## src/rtl/core/owm_pkg.sv

```systemverilog
// Shared types and constants for the one-wire master with search.
package owm_pkg;

    localparam logic [2:0] OP_RESET     = 3'd0;
    localparam logic [2:0] OP_WRITE     = 3'd1;
    localparam logic [2:0] OP_READ      = 3'd2;
    localparam logic [2:0] OP_SBEGIN    = 3'd3;
    localparam logic [2:0] OP_SNEXT     = 3'd4;
    localparam logic [2:0] OP_READ_ROM  = 3'd5;
    localparam logic [2:0] OP_MATCH_ROM = 3'd6;
    localparam logic [2:0] OP_SKIP_ROM  = 3'd7;

    localparam logic [7:0] CMD_READ_ROM  = 8'h33;
    localparam logic [7:0] CMD_MATCH_ROM = 8'h55;
    localparam logic [7:0] CMD_SKIP_ROM  = 8'hCC;

    localparam logic [2:0] CFG_RESET_LOW  = 3'd0;
    localparam logic [2:0] CFG_PRES_SMP   = 3'd1;
    localparam logic [2:0] CFG_RESET_TAIL = 3'd2;
    localparam logic [2:0] CFG_SLOT_LEN   = 3'd3;
    localparam logic [2:0] CFG_W0_LOW     = 3'd4;
    localparam logic [2:0] CFG_SHORT_LOW  = 3'd5;
    localparam logic [2:0] CFG_READ_SMP   = 3'd6;

    localparam logic [6:0] NONE7 = 7'h7F;

    typedef struct packed {
        logic        command_valid;
        logic [2:0]  operation;
        logic [6:0]  bit_count;
        logic [63:0] write_value;
        logic [7:0]  search_command;
        logic        bus_sample;
    } t_in_word;

    typedef struct packed {
        logic        bus_drive_low;
        logic        busy_res;
        logic        done_res;
        logic        presence;
        logic [63:0] read_value;
        logic        no_device;
    } t_out_word;

    typedef struct packed {
        logic [9:0] reset_low;
        logic [9:0] pres_smp;
        logic [9:0] reset_tail;
        logic [9:0] slot_len;
        logic [9:0] w0_low;
        logic [9:0] short_low;
        logic [9:0] read_smp;
    } t_cfg;

endpackage

```

## src/rtl/core/one_wire_master_with_search_unit.sv

```systemverilog
// Top level of the one-wire bus master with ROM search.
// Each input word is one microsecond bus tick and yields exactly one output word with the
// drive level and status; one word is taken per clock cycle while the output is not stalled,
// passing through the input queue and then the registered engine output. The combinational
// engine state update for one tick sets this rate.
module one_wire_master_with_search_unit #(
    parameter int ADDRESS_BITS = 64,
    parameter int TIMER_WIDTH  = 10
) (
    input  logic               i_clk,
    input  logic               i_rst_n,
    input  logic               i_valid,
    output logic               o_stall,
    input  owm_pkg::t_in_word  i_word,
    output logic               o_valid,
    input  logic               i_stall,
    output owm_pkg::t_out_word o_word,
    input  logic               i_cfg_valid,
    output logic               o_cfg_ready,
    input  logic [2:0]         i_cfg_index,
    input  logic [9:0]         i_cfg_data
);
    owm_pkg::t_cfg r_cfg;
    owm_pkg::t_in_word q_word;
    logic q_valid, q_take;

    assign o_cfg_ready = 1'b1;

    always_ff @(posedge i_clk) begin
        if (!i_rst_n) begin
            r_cfg <= '{10'd480, 10'd70, 10'd410, 10'd70, 10'd60, 10'd6, 10'd15};
        end else if (i_cfg_valid) begin
            case (i_cfg_index)
                owm_pkg::CFG_RESET_LOW:  r_cfg.reset_low  <= i_cfg_data;
                owm_pkg::CFG_PRES_SMP:   r_cfg.pres_smp   <= i_cfg_data;
                owm_pkg::CFG_RESET_TAIL: r_cfg.reset_tail <= i_cfg_data;
                owm_pkg::CFG_SLOT_LEN:   r_cfg.slot_len   <= i_cfg_data;
                owm_pkg::CFG_W0_LOW:     r_cfg.w0_low     <= i_cfg_data;
                owm_pkg::CFG_SHORT_LOW:  r_cfg.short_low  <= i_cfg_data;
                owm_pkg::CFG_READ_SMP:   r_cfg.read_smp   <= i_cfg_data;
                default: ;
            endcase
        end
    end

    owm_front u_front (
        .i_clk(i_clk), .i_rst_n(i_rst_n), .i_valid(i_valid), .o_stall(o_stall),
        .i_word(i_word), .o_valid(q_valid), .i_take(q_take), .o_word(q_word)
    );

    owm_engine #(.ADDRESS_BITS(ADDRESS_BITS), .TIMER_WIDTH(TIMER_WIDTH)) u_engine (
        .i_clk(i_clk), .i_rst_n(i_rst_n), .i_cfg(r_cfg), .i_valid(q_valid),
        .o_take(q_take), .i_word(q_word), .o_valid(o_valid), .i_stall(i_stall),
        .o_word(o_word)
    );

    a_done_busy: assert property (@(posedge i_clk) disable iff (!i_rst_n)
        o_valid && o_word.no_device |-> o_word.done_res)
        else $error("no_device without done");
    a_out_hold: assert property (@(posedge i_clk) disable iff (!i_rst_n)
        o_valid && i_stall |=> o_valid && $stable(o_word))
        else $error("stalled output changed");
    a_drive_busy: assert property (@(posedge i_clk) disable iff (!i_rst_n)
        o_valid && o_word.bus_drive_low |-> o_word.busy_res)
        else $error("drive while idle");
endmodule

```

## src/rtl/core/owm_front.sv

```systemverilog
// Input skid stage: accepts tick words and queues them for the engine.
module owm_front (
    input  logic              i_clk,
    input  logic              i_rst_n,
    input  logic              i_valid,
    output logic              o_stall,
    input  owm_pkg::t_in_word i_word,
    output logic              o_valid,
    input  logic              i_take,
    output owm_pkg::t_in_word o_word
);
    // two-entry queue
    owm_pkg::t_in_word r_q0, r_q1;
    logic [1:0] r_cnt;
    logic acc, take;

    assign o_stall = (r_cnt == 2'd2);
    assign acc = i_valid && !o_stall;
    assign o_valid = (r_cnt != 2'd0);
    assign take = o_valid && i_take;
    assign o_word = r_q0;

    always_ff @(posedge i_clk) begin
        if (!i_rst_n) begin
            r_cnt <= 2'd0;
        end else begin
            r_cnt <= r_cnt + {1'b0, acc} - {1'b0, take};
        end
        if (take) begin
            if (r_cnt == 2'd2) r_q0 <= r_q1;
            else if (acc) r_q0 <= i_word;
            if (acc) r_q1 <= i_word;
        end else if (acc) begin
            if (r_cnt == 2'd0) r_q0 <= i_word;
            else r_q1 <= i_word;
        end
    end
endmodule

```

## src/rtl/core/owm_engine.sv

```systemverilog
// Bus engine: executes one tick of the reset, slot and search sequencing per word.
module owm_engine #(
    parameter int ADDRESS_BITS = 64,
    parameter int TIMER_WIDTH  = 10
) (
    input  logic               i_clk,
    input  logic               i_rst_n,
    input  owm_pkg::t_cfg      i_cfg,
    input  logic               i_valid,
    output logic               o_take,
    input  owm_pkg::t_in_word  i_word,
    output logic               o_valid,
    input  logic               i_stall,
    output owm_pkg::t_out_word o_word
);
    localparam logic [2:0] PH_IDLE = 3'd0, PH_RLOW = 3'd1, PH_RWAIT = 3'd2,
                           PH_RTAIL = 3'd3, PH_SLOT = 3'd4;
    localparam logic [1:0] ST_CMD = 2'd0, ST_DATA = 2'd1, ST_SEARCH = 2'd2;
    localparam logic [6:0] ABITS = 7'(ADDRESS_BITS);
    localparam logic [63:0] AMASK = {64{1'b1}} >> (64 - ADDRESS_BITS);

    logic [2:0] r_phase, n_phase;
    logic [TIMER_WIDTH-1:0] r_tmr, n_tmr;
    logic [6:0] r_bi, n_bi, r_ld, n_ld, r_lz, n_lz, r_len, n_len;
    logic [63:0] r_sh, n_sh, r_la, n_la;
    logic [2:0] r_op, n_op;
    logic [7:0] r_ssc, n_ssc, r_cb, n_cb;
    logic r_fsb, n_fsb, r_pres, n_pres, r_smpd, n_smpd, r_fin, n_fin;
    logic [1:0] r_stage, n_stage, r_sub, n_sub;
    owm_pkg::t_out_word r_out, n_out;
    logic r_ov;

    logic go;
    assign o_take = i_valid && !(r_ov && i_stall);
    assign go = o_take;
    assign o_valid = r_ov;
    assign o_word = r_out;

    function automatic logic [9:0] ao(input logic [9:0] v);
        return (v == 10'd0) ? 10'd1 : v;
    endfunction

    always_comb begin
        logic done, nd, drive, busy, is_read, wbit, path;
        logic [63:0] val;
        logic [9:0] len, low, smp;
        logic [TIMER_WIDTH:0] t1;
        logic [5:0] bx;
        n_phase = r_phase; n_tmr = r_tmr; n_bi = r_bi; n_ld = r_ld; n_lz = r_lz;
        n_len = r_len; n_sh = r_sh; n_la = r_la; n_op = r_op; n_ssc = r_ssc;
        n_cb = r_cb; n_fsb = r_fsb; n_pres = r_pres; n_smpd = r_smpd; n_fin = r_fin;
        n_stage = r_stage; n_sub = r_sub;
        done = 1'b0; nd = 1'b0; val = 64'd0; drive = 1'b0; busy = 1'b0;
        is_read = 1'b0; wbit = 1'b0; path = 1'b0;
        len = ao(i_cfg.slot_len); low = 10'd0; smp = 10'd0; bx = 6'd0;
        // accept command
        if (r_phase == PH_IDLE && i_word.command_valid) begin
            n_op = i_word.operation; n_bi = 7'd0; n_tmr = '0;
            unique case (i_word.operation)
                owm_pkg::OP_SBEGIN: begin
                    n_ssc = i_word.search_command; n_la = 64'd0; n_ld = owm_pkg::NONE7;
                    n_fin = 1'b0; done = 1'b1;
                end
                owm_pkg::OP_WRITE, owm_pkg::OP_READ: begin
                    if (i_word.bit_count == 7'd0) done = 1'b1;
                    else begin
                        n_len = (i_word.bit_count > 7'd64) ? 7'd64 : i_word.bit_count;
                        n_stage = ST_DATA;
                        n_sh = (i_word.operation == owm_pkg::OP_WRITE) ?
                               i_word.write_value : 64'd0;
                        n_phase = PH_SLOT;
                    end
                end
                owm_pkg::OP_SNEXT: begin
                    if (r_fin) begin done = 1'b1; nd = 1'b1; end
                    else begin n_cb = r_ssc; n_phase = PH_RLOW; end
                end
                owm_pkg::OP_READ_ROM: begin n_cb = owm_pkg::CMD_READ_ROM; n_phase = PH_RLOW; end
                owm_pkg::OP_MATCH_ROM: begin
                    n_cb = owm_pkg::CMD_MATCH_ROM; n_sh = i_word.write_value & AMASK;
                    n_phase = PH_RLOW;
                end
                owm_pkg::OP_SKIP_ROM: begin n_cb = owm_pkg::CMD_SKIP_ROM; n_phase = PH_RLOW; end
                owm_pkg::OP_RESET: n_phase = PH_RLOW;
            endcase
        end
        t1 = {1'b0, n_tmr} + 1'b1;
        if (n_phase != PH_IDLE) begin
            busy = 1'b1;
            unique case (n_phase)
                PH_RLOW: begin
                    drive = 1'b1;
                    if (t1 >= (TIMER_WIDTH+1)'(ao(i_cfg.reset_low))) begin
                        n_phase = PH_RWAIT; n_tmr = '0;
                    end else n_tmr = t1[TIMER_WIDTH-1:0];
                end
                PH_RWAIT: begin
                    if (t1 >= (TIMER_WIDTH+1)'(ao(i_cfg.pres_smp))) begin
                        n_pres = !i_word.bus_sample; n_phase = PH_RTAIL; n_tmr = '0;
                    end else n_tmr = t1[TIMER_WIDTH-1:0];
                end
                PH_RTAIL: begin
                    if (t1 >= (TIMER_WIDTH+1)'(ao(i_cfg.reset_tail))) begin
                        n_tmr = '0;
                        if (n_op == owm_pkg::OP_RESET) begin done = 1'b1; n_phase = PH_IDLE; end
                        else if (!n_pres) begin
                            done = 1'b1; nd = 1'b1; n_phase = PH_IDLE;
                        end else begin
                            n_stage = ST_CMD; n_bi = 7'd0; n_phase = PH_SLOT;
                        end
                    end else n_tmr = t1[TIMER_WIDTH-1:0];
                end
                default: begin
                    bx = n_bi[5:0];
                    if (n_stage == ST_CMD) wbit = n_cb[n_bi[2:0]];
                    else begin
                        wbit = n_sh[bx];
                        is_read = (n_stage == ST_DATA) ?
                            (n_op == owm_pkg::OP_READ || n_op == owm_pkg::OP_READ_ROM) :
                            (n_sub < 2'd2);
                    end
                    low = ao((is_read || wbit) ? i_cfg.short_low : i_cfg.w0_low);
                    drive = (10'(n_tmr) < low);
                    smp = (i_cfg.read_smp < len) ? i_cfg.read_smp : len - 10'd1;
                    if (is_read && 10'(n_tmr) == smp) n_smpd = i_word.bus_sample;
                    if (t1 >= (TIMER_WIDTH+1)'(len)) begin
                        n_tmr = '0;
                        if (n_stage == ST_CMD) begin
                            n_bi = n_bi + 7'd1;
                            if (n_bi == 7'd8) begin
                                n_bi = 7'd0;
                                if (n_op == owm_pkg::OP_SNEXT) begin
                                    n_stage = ST_SEARCH; n_sub = 2'd0;
                                    n_lz = owm_pkg::NONE7; n_sh = 64'd0;
                                end else if (n_op == owm_pkg::OP_READ_ROM) begin
                                    n_stage = ST_DATA; n_len = ABITS; n_sh = 64'd0;
                                end else if (n_op == owm_pkg::OP_MATCH_ROM) begin
                                    n_stage = ST_DATA; n_len = ABITS;
                                end else begin
                                    done = 1'b1; n_phase = PH_IDLE;
                                end
                            end
                        end else if (n_stage == ST_DATA) begin
                            if (is_read && n_smpd) n_sh[bx] = 1'b1;
                            n_bi = n_bi + 7'd1;
                            if (n_bi >= n_len) begin
                                done = 1'b1; n_phase = PH_IDLE;
                                val = is_read ? n_sh : 64'd0;
                            end
                        end else begin
                            if (n_sub == 2'd0) begin
                                n_fsb = n_smpd; n_sub = 2'd1;
                            end else if (n_sub == 2'd1) begin
                                if (n_fsb != n_smpd) path = n_fsb;
                                else if (n_fsb) begin
                                    done = 1'b1; nd = 1'b1; n_phase = PH_IDLE;
                                end else begin
                                    if (r_ld != owm_pkg::NONE7 && n_bi < r_ld) path = r_la[bx];
                                    else path = (r_ld != owm_pkg::NONE7 && n_bi == r_ld);
                                    if (!path) n_lz = n_bi;
                                end
                                if (path) n_sh[bx] = 1'b1;
                                n_sub = 2'd2;
                            end else begin
                                n_sub = 2'd0;
                                n_bi = n_bi + 7'd1;
                                if (n_bi >= ABITS) begin
                                    n_la = n_sh; n_ld = n_lz;
                                    n_fin = (n_lz == owm_pkg::NONE7);
                                    done = 1'b1; n_phase = PH_IDLE; val = n_sh;
                                end
                            end
                        end
                    end else n_tmr = t1[TIMER_WIDTH-1:0];
                end
            endcase
        end
        n_out.bus_drive_low = drive;
        n_out.busy_res = busy;
        n_out.done_res = done;
        n_out.presence = n_pres;
        n_out.read_value = val;
        n_out.no_device = nd;
    end

    always_ff @(posedge i_clk) begin
        if (!i_rst_n) begin
            r_phase <= PH_IDLE; r_tmr <= '0; r_bi <= '0; r_ld <= owm_pkg::NONE7;
            r_lz <= owm_pkg::NONE7; r_len <= '0; r_sh <= '0; r_la <= '0; r_op <= '0;
            r_ssc <= '0; r_cb <= '0; r_fsb <= 1'b0; r_pres <= 1'b0; r_smpd <= 1'b0;
            r_fin <= 1'b0; r_stage <= ST_CMD; r_sub <= '0; r_ov <= 1'b0;
        end else begin
            if (go) begin
                r_phase <= n_phase; r_tmr <= n_tmr; r_bi <= n_bi; r_ld <= n_ld;
                r_lz <= n_lz; r_len <= n_len; r_sh <= n_sh; r_la <= n_la; r_op <= n_op;
                r_ssc <= n_ssc; r_cb <= n_cb; r_fsb <= n_fsb; r_pres <= n_pres;
                r_smpd <= n_smpd; r_fin <= n_fin; r_stage <= n_stage; r_sub <= n_sub;
                r_ov <= 1'b1;
            end else if (!i_stall) begin
                r_ov <= 1'b0;
            end
        end
        if (go) r_out <= n_out;
    end
endmodule

```

## config.mk

```make
export PLATFORM = sky130hd
export DESIGN_NAME = one_wire_master_with_search_unit
export DESIGN_NICKNAME = d
export VERILOG_FILES = /design/src/rtl/core/owm_pkg.sv /design/src/rtl/core/one_wire_master_with_search_unit.sv /design/src/rtl/core/owm_front.sv /design/src/rtl/core/owm_engine.sv
export SDC_FILE = /design/constraint.sdc
export NUM_CORES = 1
export LEC_CHECK = 0
export ABC_AREA = 1
export ABC_CLOCK_PERIOD_IN_PS = 10400
export BUFFER_PORTS_ARGS = -buffer_cell sky130_fd_sc_hd__buf_2
export CAP_MARGIN = 20
export CELL_PAD_IN_SITES_DETAIL_PLACEMENT = 2
export CELL_PAD_IN_SITES_GLOBAL_PLACEMENT = 2
export CORE_MARGIN = 2
export CORE_UTILIZATION = 25
export CTS_CLUSTER_DIAMETER = 60
export DETAILED_ROUTE_END_ITERATION = 12
export HOLD_SLACK_MARGIN = 0.05
export PLACE_DENSITY = 0.63
export RECOVER_POWER = 100
export REMOVE_ABC_BUFFERS = 1
export SLEW_MARGIN = 0
export SYNTH_ARGS = -nofsm -noshare
export SYNTH_HDL_FRONTEND = slang
export SYNTH_SLANG_ARGS = --single-unit
```

## constraint.sdc

```tcl
create_clock -name i_clk -period 10.4 [get_ports i_clk]
set_input_delay 0 -clock i_clk [delete_from_list [all_inputs] [get_ports i_clk]]
set_output_delay 0 -clock i_clk [all_outputs]
set_load 0.02 [all_outputs]
```

# Word-level counts from Yosys, hierarchy flattened
# Cells that the tools add are included.
# W data, S select, Z words.
[op_classes] add_sub_neg=5 magnitude_cmp=14 eq_ne=38 n_mux=235 bitwise_logic=6 reduce_logical=54
[ops] op="$mux W64" n=31
[ops] op="$mux W84" n=8
[ops] op="$mux W7" n=42
[ops] op="$mux W10" n=13
[ops] op="$pmux W64 S2" n=1
[ops] op="$mux W1" n=82
[ops] op="$mux W3" n=23
[ops] op="$or A64 B64 Y64" n=1
[ops] op="$logic_not A10 Y1" n=5
[ops] op="$ge A11 B10 Y1" n=4
[ops] op="$mux W2" n=19
[ops] op="$pmux W8 S4" n=1
[ops] op="$eq A3 B3 Y1 const B" n=10
[ops] op="$pmux W10 S3" n=1
[ops] op="$eq A3 B2 Y1 const B" n=7
[ops] op="$lt A10 B10 Y1" n=2
[ops] op="$pmux W3 S3" n=2
[ops] op="$mux W8" n=2
[ops] op="$reduce_and A2 Y1" n=8
[ops] op="$pmux W7 S2" n=1
[ops] op="$reduce_and A7 Y1" n=2
[ops] op="$bmux W1 S6" n=2
[ops] op="$logic_not A3 Y1" n=4
[ops] op="$ne A2 B1 Y1 const B" n=6
[ops] op="other kinds (42)" n=75
[word_totals] reg_bits=506 in_bits=102 output_inout_bits=72

# Depth between registers and ports, before layout
# Gate-level depths: netlist of run 1.
[depth] depth_word=39 ltp_mapped=30

# By module
# Synthesis of run 1 repeated with hierarchy kept, for this count alone.
[unflattened] hier_cells=4237 hier_area_um2=30025.0
[by_module_without_submodules] mod="owm_engine" instances=1 cells_each=3380 area_each_um2=20930.1
[by_module_without_submodules] mod="owm_front" instances=1 cells_each=474 area_each_um2=6389.9
[by_module_without_submodules] mod="one_wire_master_with_search_unit" instances=1 cells_each=383 area_each_um2=2705.1

# Least setup slack after synthesis of run 1
# OpenSTA, ideal clock, no wires.
[synth_timing] kind="register -> register" from="register u_front.r_cnt[1]" to="register u_front.r_q1[0] in the netlist's numbering (enable)" setup_ps=630 arrival_time_ps=6200 t_required_ps=9770 path_slack_ps=3569 stages_incl_launch_ff=4 path_buffers=0 path_cell_list="dfxtp_1 > inv_1 > nor2_1 > nor3_1"
[synth_between] word_cells_on_any_way=9 cone_classes="eq/ne: 2; reduce/logical: 7"
[synth_rtl] element="from (decl)" line="owm_front.sv:14" source="logic [1:0] r_cnt;"
[synth_rtl] element="from (signal assigned)" line="owm_front.sv:27" source="r_cnt <= r_cnt + {1'b0, acc} - {1'b0, take};"
[synth_rtl] element="$eq A2 B2 Y1" line="owm_front.sv:17" source="assign o_stall = (r_cnt == 2'd2);"
[synth_rtl] element="net o_stall" line="one_wire_master_with_search_unit.sv:13" source="output logic o_stall,"
[synth_rtl] element="$logic_not A1 Y1" line="owm_front.sv:18" source="assign acc = i_valid && !o_stall;"
[synth_rtl] element="$logic_and A1 B1 Y1" line="owm_front.sv:18"
[synth_rtl] element="$reduce_and A2 Y1 (no line)"
[synth_rtl] element="to (signal assigned)" line="owm_front.sv:32" source="if (acc) r_q1 <= i_word;"
[synth_rtl] element="to (signal assigned)" line="owm_front.sv:35" source="else r_q1 <= i_word;"
[synth_rtl] element="to (decl)" line="owm_front.sv:13" source="owm_pkg::t_in_word r_q0, r_q1;"
# The timed path passes the listed nets, and every way through them passes these cells.
# A chain may end at the register's enable or synchronous reset.

# Final worst setup path of run 1
[layout_timing] from="register u_engine.r_phase[1]" to="register u_engine.r_ld[6]"
[layout_between] elab_chain_len=13 word_cells_on_any_way=29 cone_classes="add/sub: 2; order compare: 2; eq/ne: 4; mux: 16; reduce/logical: 5"
[layout_rtl] element="from (decl)" line="owm_engine.sv:22" source="logic [2:0] r_phase, n_phase;"
[layout_rtl] element="from (signal assigned)" line="owm_engine.sv:194" source="r_phase <= n_phase; r_tmr <= n_tmr; r_bi <= n_bi; r_ld <= n_ld;"
[layout_rtl] element="$logic_not A3 Y1" line="owm_engine.sv:57" source="if (r_phase == PH_IDLE && i_word.command_valid) begin"
[layout_rtl] element="$logic_and A1 B1 Y1" line="owm_engine.sv:57"
[layout_rtl] element="$mux W7" line="owm_engine.sv:57"
[layout_rtl] element="$add A7 B1 Y7" line="owm_engine.sv:166" source="n_bi = n_bi + 7'd1;"
[layout_rtl] element="$ge A7 B7 Y1" line="owm_engine.sv:167" source="if (n_bi >= ABITS) begin"
[layout_rtl] element="$mux W7" line="owm_engine.sv:167"
[layout_rtl] element="$mux W7" line="owm_engine.sv:153" source="end else if (n_sub == 2'd1) begin"
[layout_rtl] element="$mux W7" line="owm_engine.sv:151" source="if (n_sub == 2'd0) begin"
[layout_rtl] element="$mux W7" line="owm_engine.sv:143" source="end else if (n_stage == ST_DATA) begin"
[layout_rtl] element="$mux W7" line="owm_engine.sv:128" source="if (n_stage == ST_CMD) begin"
[layout_rtl] element="$mux W7" line="owm_engine.sv:126" source="if (t1 >= (TIMER_WIDTH+1)'(len)) begin"
[layout_rtl] element="$mux W7" line="owm_engine.sv:90" source="unique case (n_phase)"
[layout_rtl] element="$mux W7 *" line="owm_engine.sv:88" source="if (n_phase != PH_IDLE) begin"
[layout_rtl] element="to (signal assigned)" line="owm_engine.sv:194"
[layout_rtl] element="to (decl)" line="owm_engine.sv:24" source="logic [6:0] r_bi, n_bi, r_ld, n_ld, r_lz, n_lz, r_len, n_len;"
# Every way passes the cells marked *; elsewhere a longest branch is shown, timed or not.

==> results of run 1 <==
how the worst max path moves through the flow:
stage | startpoint | endpoint | cells after the start
2_1_floorplan | u_front.r_cnt[1] | u_engine.r_smpd | 7
3_3_place_gp | u_engine.r_phase[1] | u_engine.r_sh[2] | 24
3_5_place_dp | u_engine.r_phase[1] | u_engine.r_ld[6] | 26
4_1_cts | u_engine.r_phase[1] | u_engine.r_ld[6] | 26
5_1_grt | u_engine.r_phase[1] | u_engine.r_la[59] | 27
6_report | u_engine.r_phase[1] | u_engine.r_ld[6] | 26
registers in the layout (all words and copies together), names as in the netlist, 2 cells and up:
name / count
u_engine.r_lz: 7
r_cfg: 70
u_engine.r_bi: 7
u_engine.r_la: 64
u_engine.r_ld: 7
u_engine.r_len: 7
u_engine.r_sub: 2
u_engine.r_stage: 2
u_front.r_q1: 84
u_front.r_cnt: 2
u_engine.r_cb: 8
u_engine.r_tmr: 10
u_engine.r_sh: 64
u_engine.o_word: 69
u_engine.r_phase: 3
u_engine.r_op: 3
u_engine.r_ssc: 8
u_front.o_word: 84
per-layer routing:
| layer | share of wire | vias up |
|---|---|---|
| met5 | 0 | - |
| li1 | - | 13600 |
| met3 | 0.045 | 200 |
| met1 | 0.48 | 14900 |
| met4 | 0.029 | 0 |
| met2 | 0.45 | 701 |
Yosys cell counts (11+ instances only):
cell      number
mux2_2        84
xor2_1        13
nor2_1       220
buf_2         37
clkbuf_1     162
a21oi_1      301
dfxtp_1      269
nand3_1      349
o21ai_0      290
nand2_1      924
inv_1        379
a221oi_1      11
o22ai_1       37
o221ai_1      14
o21ai_1       36
nand4_1       56
a31oi_1       66
nor3_1        66
buf_4         11
edfxtp_1     237
inv_2         15
o211ai_1      53
ha_1          77
buf_1         25
kinds of logic after synthesis:
family                   count (synthesis)  synth area share
buffers and inverters                  637            0.0861
AO/OA/AOI/OAI                          864             0.168
XOR/XNOR                                14           0.00424
adder cells (fa/ha/maj)                 77            0.0333
multiplexers                            84            0.0327
other                                    1          0.000130
AND/OR/NAND/NOR                       1649             0.242
flip-flops                             506             0.433
power by group:
group | switching [mW] | internal, mW | leakage (nW)
Clock | 1.09 | 1.59 | 1.23
Sequential | 0.352 | 2.74 | 4.49
Combinational | 3.97 | 1.27 | 8.01
Total | 5.41 | 5.59 | 13.7
cell type report:
type | instances | area (um2) | area share
clock inverters | 46 | 452 | 0.0129
multi-input cells | 2689 | 13900 | 0.397
flip-flops and latches | 506 | 12500 | 0.357
clock buffers | 101 | 2130 | 0.0609
diodes | 1 | 2.50 | 0.0000714
repair buffers | 383 | 2630 | 0.0752
inverters | 401 | 1510 | 0.0432
well taps | 1512 | 1890 | 0.0540
through the flow:
| stage | instances | total power, mW | utilization | hold slack (ps) |
|---|---|---|---|---|
| global placement | 5333 | 8.18 | 0.272 | 190 |
| global route | 5638 | 11.7 | 0.306 | 106 |
| finish | 5639 | 11.0 | 0.306 | 95.9 |
| floorplan | 3596 | 6.06 | - | 84.1 |
| CTS | 5638 | 11.1 | 0.308 | 51.2 |
| detailed placement | 5333 | 8.30 | 0.272 | 193 |
critical path, delay by kind of cell (launching register included):
family	cells	cell delay (ps)
fa+ha+maj	1	360
compound gates	3	660
flops	1	450
buf+inv	8	2730
simple gates	13	3350
xor+xnor	1	500
what timing repair did:
| action | in CTS | in global routing |
|---|---|---|
| endpoints found under the setup margin | 0 | 0 |
| resized for setup | 0 | 0 |
| hold buffers | 158 | 0 |
| endpoints found under the hold margin | 252 | 0 |
==> metrics.md, run 1 <==
| Metric | Value |
|---|---|
| Placed inst area | `0.0311 mm2` |
| Failing checks | `max-capacitance violations, max-slew violations` |
| Final Hold Fails | `0` |
| Synth Warn # | `0` |
| Mapped Area | `0.0289 mm2` |
| CP Class | `register to register` |
| Asr flop ratio synth | `0` |
| Seq/Total Area, Yosys | `0.433` |
| Initial antenna violation count | `1` |
| Distinct cells, synth | `57` |
| Vias | `29.3k` |
| R2R depth | `26` |
| Core area | `0.115 mm2` |
| Crit path time final | `8380 ps` |
| Drt via density | `5.20` |
| Reg-to-Reg Start | `u_engine.r_phase[1]` |
| Synth area leader | `edfxtp_1` |
| CTS max path bufs | `3` |
| Crit path largest cell delay | `830 ps` |
| Power density cells | `314 mW/mm2` |
| Status | `finished, violations left` |
| Post-CTS setup buffers | `0` |
| Synth top area share | `0.246` |
| Gr usage total | `0.235` |
| Largest net degree at the start of global routing | `129` |
| Worst Path Max Fanout | `53` |
| CP startpoint kind | `register` |
| MaxCap Viol Count | `14` |
| Finished Cell Area | `0.0350 mm2` |
| TNS Setup | `0 ps` |
| Setup violators final | `0` |
| CP required | `10800 ps` |
| Hold_sp | `i_word[70]` |
| Die width | `344 um` |
| Post-Syn Area per Cell | `7.54 um2` |
| Most frequent cells in the layout | `nand2_1 (922), inv_1 (385), nand3_1 (350), o21ai_0 (303), a21oi_1 (300)` |
| First-pass GRT wire length | `209 mm` |
| Clock skew | `46.3 ps` |
| Ys flop type | `dfxtp_1` |
| Number of flops mapped to enable cells by yosys | `237` |
| Num CTS Buffers | `80` |
| Avg WL per Cell | `24.8 um` |
| Routed wire length | `140 mm` |
| Ratio of cells with drive above 1 in the final layout | `0.0742` |
| Post-route ant nets | `0` |
| FMAX | `0.119 GHz` |
| Die Ht | `344 um` |
| Post-Syn Instances | `3832` |
| CP Capture Type | `register` |
| Vias in the first global route | `31.3k` |
| Final worst-path cycle share | `0.806` |
| Pre-antenna DRT Iters | `6` |
| Setup WS post-layout | `2020 ps` |
| Clk sinks | `506` |
| Synth-to-layout area growth | `21.2%` |
| Yosys reg bits | `506` |
| Total grt overflow | `0` |
| DRC viols | `0` |
| Unrepaired setup endpoints after global routing | `false` |
| HP Class | `input pin to register` |
| Worst r2r dst | `u_engine.r_ld[6]` |
| Commonest non-fill, non-tap cell in the layout | `nand2_1` |
| First-iteration detailed-routing DRC count | `1828` |
| GR Layer Usage met2 | `0.375` |
| Min-Delay Path Depth | `2` |
| Grt met1 use | `0.328` |
| FP Rows | `124` |
| Starting Density | `0.252` |
| IO Count | `174` |
| CP max stage cell | `inv_1` |
| Fin. max-slew vios | `695` |
| Worst R2R Setup Slack | `2020 ps` |
| GPL Wtd Cong | `0.845` |
| Crit path top cell by count | `inv_1` |
| Global route hottest layer | `met2` |
| Hold path endpoint | `u_front.r_q1[70]` |
| Max VDD drop | `0.000157 V` |
| # fillers | `13.4k` |
| Root Buffer | `clkbuf_16` |
| CP arrival | `8780 ps` |
| Met3 usage | `0.0307` |
| CTS tree | `built` |
| Slew HR | `-1.83` |
| Worst slew pin tran | `4240 ps` |
| Die area | `0.118 mm2` |
| DP Worst Slack | `3100 ps` |
| Cell leakage power | `13.7 nW` |
| # nets final | `4240` |
| Top cells by area, synth | `edfxtp_1 (25%), dfxtp_1 (19%), nand2_1 (12%), nand3_1 (6.0%), a21oi_1 (5.2%)` |
| Worst-Skew Late Latency | `660 ps` |
| H-tree Lvls | `3` |
| Port Buffers | `172` |
| Placed wire-length estimate | `92.4 mm` |
| CTS clk-pin slew, worst paths | `60 ps` |
No activity file was read; power rests on OpenSTA's default activity.
==> run 2: changes to the inputs <==
Settings changed: ABC_CLOCK_PERIOD_IN_PS 10400 to 8600.
Clock period 10.4 ns to 8.6 ns, I/O delays scaled along.
==> run 2 against run 1 <==
  * The flow still finishes with violations (max-capacitance violations, max-slew violations)
  * Cell count barely moved
  * Sequential power rose by 21%
  * Total power rose by 23%
  * Critical endpoint is now u_engine.r_sh[32]
  * Largest cell class unchanged
==> metrics.md, run 2 (synthesis results as in run 1) <==
| Metric | Value |
|---|---|
| Failing checks | `max-capacitance violations, max-slew violations (unchanged)` |
| Initial antenna violation count | `0 (was 1)` |
| HP Class | `input pin to register (unchanged)` |
| Post-route ant nets | `0 (unchanged)` |
| Gr usage total | `0.235 (about the same)` |
| CP required | `9170 ps (was 10800 ps)` |
| Worst R2R Setup Slack | `1160 ps (was 2020 ps)` |
| GPL Wtd Cong | `0.840 (was 0.845)` |
| Cell leakage power | `13.8 nW (was 13.7 nW)` |
| Worst r2r dst | `u_engine.r_sh[32] (was u_engine.r_ld[6])` |
| Power density cells | `385 mW/mm2 (was 314 mW/mm2)` |
| IO Count | `174 (unchanged)` |
| Drt via density | `5.20 (about the same)` |
| R2R depth | `22 (was 26)` |
| CP max stage cell | `clkbuf_1 (was inv_1)` |
| Die area | `0.118 mm2 (unchanged)` |
| Final worst-path cycle share | `0.865 (was 0.806)` |
| Placed wire-length estimate | `90.7 mm (was 92.4 mm)` |
| Worst Path Max Fanout | `46 (was 53)` |
| FMAX | `0.134 GHz (was 0.119 GHz)` |
| Grt met1 use | `0.334 (was 0.328)` |
| Max VDD drop | `0.000219 V (was 0.000157 V)` |
| CP Capture Type | `register (unchanged)` |
| First-pass GRT wire length | `209 mm (about the same)` |
| Unrepaired setup endpoints after global routing | `false (unchanged)` |
| CP arrival | `8010 ps (was 8780 ps)` |
| Root Buffer | `clkbuf_16 (unchanged)` |
| CP Class | `register to register (unchanged)` |
| Hold_sp | `i_word[26] (was i_word[70])` |
| Setup WS post-layout | `1160 ps (was 2020 ps)` |
| Synth-to-layout area growth | `21.7% (was 21.2%)` |
| GR Layer Usage met2 | `0.374 (was 0.375)` |
| Total grt overflow | `0 (unchanged)` |
| DP Worst Slack | `1970 ps (was 3100 ps)` |
| Die Ht | `344 um (unchanged)` |
| Vias in the first global route | `30.7k (was 31.3k)` |
| TNS Setup | `0 ps (unchanged)` |
| Met3 usage | `0.0300 (was 0.0307)` |
| Crit path time final | `7440 ps (was 8380 ps)` |
| Worst-Skew Late Latency | `660 ps (about the same)` |
| Global route hottest layer | `met2 (unchanged)` |
| Core area | `0.115 mm2 (unchanged)` |
| Total power | `13.5 mW (was 11.0 mW)` |
| Crit-path cells | `nor2_1, nand2_4, clkbuf_1, nor2_2, inv_1, o21ai_1, nand2_1, nor2_1, a21oi_1, o21ai_4, nand4_1, nor2_1, nand3_1, buf_4, nand2_4, inv_2, nand2_2, o21ai_0, nand2_1, nand2_1, nand2_1, a21oi_1` |
| CP startpoint kind | `register (unchanged)` |
| # nets final | `4237 (was 4240)` |
| DRC viols | `0 (unchanged)` |
| Vias | `29.3k (about the same)` |
| Pre-antenna DRT Iters | `5 (was 6)` |
| CTS tree | `built (unchanged)` |
| Min-Delay Path Depth | `2 (unchanged)` |
| Placed Cells | `5335 (was 5333)` |
| MaxCap Viol Count | `14 (unchanged)` |
| PostCTS Resize Cnt | `0 (unchanged)` |
| Slew HR | `-2.10 (was -1.83)` |
| Clock skew | `33.8 ps (was 46.3 ps)` |
| Largest net degree at the start of global routing | `132 (was 129)` |
| Avg WL per Cell | `24.9 um (was 24.8 um)` |
| Diodes inserted | `0 (was 1)` |
| Final Non-Filler Cells | `5636 (was 5639)` |
| Fin. max-slew vios | `741 (was 695)` |
| Crit path top cell by count | `nand2_1 (was inv_1)` |
| First-iteration detailed-routing DRC count | `2118 (was 1828)` |
| Hold path endpoint | `u_front.r_q1[26] (was u_front.r_q1[70])` |
| CTS clk-pin slew, worst paths | `50 ps (was 60 ps)` |
| Final Hold Fails | `0 (unchanged)` |
| FP Rows | `124 (unchanged)` |
| Setup violators final | `0 (unchanged)` |
| Commonest non-fill, non-tap cell in the layout | `nand2_1 (unchanged)` |
| Port Buffers | `172 (unchanged)` |
| Crit path largest cell delay | `1770 ps (was 830 ps)` |
| Status | `finished, violations left (unchanged)` |
| H-tree Lvls | `3 (unchanged)` |
| Die width | `344 um (unchanged)` |
| CTS max path bufs | `3 (unchanged)` |
| Ratio of cells with drive above 1 in the final layout | `0.0795 (was 0.0742)` |
| Starting Density | `0.252 (unchanged)` |
| Most frequent cells in the layout | `nand2_1 (923), inv_1 (383), nand3_1 (348), o21ai_0 (321), a21oi_1 (300) (was nand2_1 (922), inv_1 (385), nand3_1 (350), o21ai_0 (303), a21oi_1 (300))` |
| Routed wire length | `141 mm (was 140 mm)` |
| Reg-to-Reg Start | `u_engine.r_phase[1] (unchanged)` |
| Clk sinks | `506 (unchanged)` |
| Worst slew pin tran | `4650 ps (was 4240 ps)` |
| Num CTS Buffers | `79 (was 80)` |
-- run 2: cell types whose count changed in the layout (fill, tap and decap cells not counted), moves of 6 or more --
cell,change
o21ai_1,-18
clkbuf_1,-8
o21ai_0,+18
bufinv_16,+6
clkinv_2,+9
-- run 2: worst max-delay path by stage --
stage	from	end	cells past startpoint
after floorplan	u_front.r_cnt[1]	u_engine.r_smpd	7
after global placement	u_engine.r_phase[1]	u_engine.r_ld[2]	26
after detailed placement	u_engine.r_phase[1]	u_engine.o_word[26]	21
after CTS	u_engine.r_phase[1]	u_engine.o_word[26]	21
after global routing	u_engine.r_phase[1]	u_engine.r_ld[3]	26
final	u_engine.r_phase[1]	u_engine.r_sh[32]	22
-- run 2: layer usage --
metal	vias up	wire length (um)
met4	0	3500
met5	-	0
met3	182	6680
li1	13600	-
met1	14900	67300
met2	691	63200
-- run 2: cell type report --
type	count	area, um2
Fill cell	13400	79400
Clock inverter	56	671
Tap cell	1512	1890
Sequential cell	506	12500
Clock buffer	91	2030
Multi-Input combinational cell	2689	13900
Inverter	401	1510
Timing Repair Buffer	381	2610
-- run 2: critical path: cells and delay by family (launching register included) --
family	cells	cell delay [ps]
flops	1	450
compound gates	5	1020
simple gates	13	2600
buf+inv	4	3210
-- run 2: where the power goes --
part           switching [mW]  total, mW  internal (mW)
clock network            1.35       3.41           2.05
registers               0.415       3.73           3.31
logic                    4.86       6.39           1.52
-- run 2: metrics by stage --
| stage | util | cell area [um2] | hold WS [ps] |
|---|---|---|---|
| after floorplan | - | 27900 | 84.1 |
| after global placement | 0.272 | 31200 | 190 |
| after detailed placement | 0.272 | 31200 | 191 |
| after CTS | 0.309 | 35400 | 50.1 |
| after global routing | 0.307 | 35100 | 81.1 |
| final | 0.307 | 35100 | 89.4 |
-- run 2: what timing repair did --
action / 4_1_cts / 5_1_grt
buffers inserted: 0 / 0
hold buffers: 154 / 0
hold endpoints to repair: 262 / 0
==> run 3: changes to the inputs <==
Settings changed: ABC_AREA 1 to not set, CTS_BUF_LIST set to sky130_fd_sc_hd__clkbuf_8, PLACE_DENSITY 0.63 to 0.59, RECOVER_POWER 100 to not set.
==> run 3 against run 2 <==
  * Largest cell class is now sequential cells
  * Clock-buffer cell count is 20 higher
  * Register-to-register slack better by 190 ps
  * Fmax rose by 2.7%
  * Clock skew increased by 48 ps
  * Total power is 35% lower
  * Clock power shrank 24%
  * Utilization rose by 0.87 points
  * Critical path depth decreased by 1
  * The flow now finishes without violations
  * Largest power group is now sequential cells
==> metrics.md, run 3 <==
| Metric | Value |
|---|---|
| First-iteration detailed-routing DRC count | `1592 (was 2118)` |
| Die Ht | `324 um (was 344 um)` |
| CP Class | `register to register (unchanged)` |
| Crit path time final | `7250 ps (was 7440 ps)` |
| Smallest hold slack | `117 ps (was 89.4 ps)` |
| Worst Path Max Fanout | `28 (was 46)` |
| Avg WL per Cell | `27.1 um (was 24.9 um)` |
| Synth Area in Compound Gates | `0.218 (was 0.168)` |
| Worst R2R Setup Slack | `1350 ps (was 1160 ps)` |
| Reg-to-Reg Start | `u_front.o_word[75] (was u_engine.r_phase[1])` |
| Mapped Area | `0.0256 mm2 (was 0.0289 mm2)` |
| Port Buffers | `172 (unchanged)` |
| CP arrival | `7820 ps (was 8010 ps)` |
| GPL Wtd Cong | `0.870 (was 0.840)` |
| CP required | `9170 ps (about the same)` |
| IO Count | `174 (unchanged)` |
| Worst slew pin tran | `1190 ps (was 4650 ps)` |
| Asr flop ratio synth | `0 (unchanged)` |
| Die width | `324 um (was 344 um)` |
| Post-Syn Area per Cell | `9.63 um2 (was 7.54 um2)` |
| CP Capture Type | `register (unchanged)` |
| Starting Density | `0.252 (about the same)` |
| DRC viols | `0 (unchanged)` |
| Synth cell count leaders | `dfxtp_1 (269), nand2_1 (267), nor2_1 (243) (was nand2_1 (924), inv_1 (379), nand3_1 (349))` |
| Die area | `0.105 mm2 (was 0.118 mm2)` |
| Most frequent cell after synthesis | `dfxtp_1 (was nand2_1)` |
| Synth top area share | `0.278 (was 0.246)` |
| CTS clk-pin slew, worst paths | `60 ps (was 50 ps)` |
| Pre-antenna DRT Iters | `5 (unchanged)` |
| Max VDD drop | `0.000143 V (was 0.000219 V)` |
| Synth-to-layout area growth | `25.4% (was 21.7%)` |
| Placed Cells | `4074 (was 5335)` |
| Clock skew | `81.8 ps (was 33.8 ps)` |
| Placed wire-length estimate | `81.5 mm (was 90.7 mm)` |
| HP Class | `input pin to register (unchanged)` |
| Synth Warn # | `0 (unchanged)` |
| MaxCap Viol Count | `0 (was 14)` |
| Crit-path leading delay family | `compound AO/OA/AOI/OAI gates (was buffers and inverters)` |
| Total grt overflow | `0 (unchanged)` |
| Drt via density | `5.42 (was 5.20)` |
| Area share of fa/ha/maj cells after synthesis | `0.0377 (was 0.0333)` |
| Top cells by area, synth | `edfxtp_1 (28%), dfxtp_1 (21%), a21oi_1 (4.3%), mux2_2 (4.0%), nand2_1 (3.9%) (was edfxtp_1 (25%), dfxtp_1 (19%), nand2_1 (12%), nand3_1 (6.0%), a21oi_1 (5.2%))` |
| Core area | `0.102 mm2 (was 0.115 mm2)` |
| Commonest non-fill, non-tap cell in the layout | `dfxtp_1 (was nand2_1)` |
| Ys flop type | `dfxtp_1 (unchanged)` |
| Final worst-path cycle share | `0.843 (was 0.865)` |
| Crit path top cell by count | `a21o_1 (was nand2_1)` |
| Number of flops mapped to enable cells by yosys | `237 (unchanged)` |
| Cell leakage power | `11.9 nW (was 13.8 nW)` |
| Largest net degree at the start of global routing | `68 (was 132)` |
| Crit path largest cell delay | `870 ps (was 1770 ps)` |
| DP Worst Slack | `1440 ps (was 1970 ps)` |
| CP max stage cell | `o221ai_2 (was clkbuf_1)` |
| Hold_sp | `i_word[6] (was i_word[26])` |
| CTS tree | `built (unchanged)` |
| XOR/XNOR Fraction of Synth Area | `0.00910 (was 0.00424)` |
| Setup violators final | `0 (unchanged)` |
| CP startpoint kind | `register (unchanged)` |
| Simple-gate portion of the synthesized area | `0.148 (was 0.242)` |
| Final Hold Fails | `0 (unchanged)` |
| Final Non-Filler Cells | `4460 (was 5636)` |
| Seq/Total Area, Yosys | `0.489 (was 0.433)` |
| H-tree Lvls | `3 (unchanged)` |
| Setup WS post-layout | `1350 ps (was 1160 ps)` |
| Worst-Skew Late Latency | `800 ps (was 660 ps)` |
| Main combinational cell family by area after synthesis | `compound AO/OA/AOI/OAI gates (was simple AND/OR/NAND/NOR gates)` |
| CP bufs+invs | `1 (was 4)` |
| FMAX | `0.138 GHz (was 0.134 GHz)` |
| Crit-path cells | `or4_4, o311ai_1, and2_2, buf_4, a22o_1, nor2_1, o311ai_0, a32oi_1, o221ai_2, mux2i_1, ha_1, a21o_1, a21o_1, a21o_1, a21o_1, a21oi_1, nor2b_1, o21ai_0, nand2_1, a211o_1, o31ai_1 (was nor2_1, nand2_4, clkbuf_1, nor2_2, inv_1, o21ai_1, nand2_1, nor2_1, a21oi_1, o21ai_4, nand4_1, nor2_1, nand3_1, buf_4, nand2_4, inv_2, nand2_2, o21ai_0, nand2_1, nand2_1, nand2_1, a21oi_1)` |
| Post-route ant nets | `0 (unchanged)` |
| Num CTS Buffers | `99 (was 79)` |
| First-pass GRT wire length | `179 mm (was 209 mm)` |
| Clk sinks | `506 (unchanged)` |
| Fin. max-slew vios | `0 (was 741)` |
| Synth area leader | `edfxtp_1 (unchanged)` |
| FP Rows | `117 (was 124)` |
| # nets final | `3187 (was 4237)` |
| Slew HR | `0.204 (was -2.10)` |
| Status | `finished, final reports clean (was finished, violations left)` |
| CTS max path bufs | `3 (unchanged)` |
| Distinct cells, synth | `93 (was 57)` |
| Unrepaired setup endpoints after global routing | `false (unchanged)` |
| Vias in the first global route | `26.3k (was 30.7k)` |
| Post-Syn Instances | `2656 (was 3832)` |
| Ratio of cells with drive above 1 in the final layout | `0.169 (was 0.0795)` |
| Root Buffer | `clkbuf_8 (was clkbuf_16)` |
| Multiplexer share of the synthesized area | `0.0555 (was 0.0327)` |
| Routed wire length | `121 mm (was 141 mm)` |
| Gr usage total | `0.228 (was 0.235)` |
| Most frequent cells in the layout | `dfxtp_1 (268), nand2_1 (263), nor2_1 (240), edfxtp_1 (237), a21oi_1 (221) (was nand2_1 (923), inv_1 (383), nand3_1 (348), o21ai_0 (321), a21oi_1 (300))` |
| Critical Path Start | `u_front.o_word[75] (was u_engine.r_phase[1])` |
| Yosys reg bits | `506 (unchanged)` |
| Initial antenna violation count | `4 (was 0)` |
| Vias | `24.2k (was 29.3k)` |
| Power density cells | `276 mW/mm2 (was 385 mW/mm2)` |
[run 3: final timing paths]
path | endpoint | cells after the start
worst max-delay path | u_engine.o_word[68] | 21
worst max register to register | u_engine.o_word[68] | 21
worst min register to register | r_cfg[10] | 2
worst min-delay path | u_front.o_word[6] | 3
[run 3: cells by family (layout without fill, tap and decap cells)]
family	count (synthesis)	count (layout)
AO/OA/AOI/OAI	832	832
flip-flops	506	506
XOR/XNOR	25	25
multiplexers	128	128
buffers and inverters	266	701
adder cells (fa/ha/maj)	77	77
other	1	2
AND/OR/NAND/NOR	821	821
[run 3: power by group]
part | total [mW] | switching [mW] | internal, mW
sequential | 3.45 | 0.366 | 3.09
clock | 2.58 | 1.20 | 1.38
combinational | 2.80 | 1.95 | 0.856
[run 3: layout make-up]
cell class | instances | area, um2
fill | 11300 | 69500
timing repair buffer | 441 | 3390
multi-input combinational | 1884 | 12100
inverter | 76 | 293
clock inverter | 73 | 529
tap | 1368 | 1710
sequential | 506 | 12500
clock buffer | 111 | 1530
antenna | 1 | 2.50
[run 3: worst register-to-register path, cell delays in order (launching register included)]
cell and delay (ps):
edfxtp_1 400, or4_4 580, o311ai_1 680, and2_2 790, buf_4 410, a22o_1 330, nor2_1 70, o311ai_0 400
a32oi_1 200, o221ai_2 870, mux2i_1 330, ha_1 290, a21o_1 170, a21o_1 180, a21o_1 180, a21o_1 170
a21oi_1 150, nor2b_1 60, o21ai_0 150, nand2_1 90, a211o_1 280, o31ai_1 270
[run 3: what timing repair did]
item,CTS,global route
endpoints found under the hold margin,313,0
hold buffers,199,0
gates resized for setup,0,0
setup buffers,0,0
[run 3: layer usage]
metal  track usage  wire length [um]  up-vias
met5             0                 0        -
met4        0.0920              4940        0
met3        0.0384              5930      275
met2         0.380             57300      755
met1         0.294             52700    12500
li1              -                 -    10700
[run 3: metrics by stage]
stage / setup TNS (ps) / cell area (um2) / utilization / power (mW)
after global placement: 0 / 28000 / 0.275 / 6.12
after floorplan: -56210 / 24800 / - / 4.95
after detailed placement: 0 / 28000 / 0.276 / 6.21
after global routing: 0 / 32100 / 0.316 / 9.27
after CTS: 0 / 32000 / 0.315 / 8.90
final: 0 / 32100 / 0.316 / 8.84
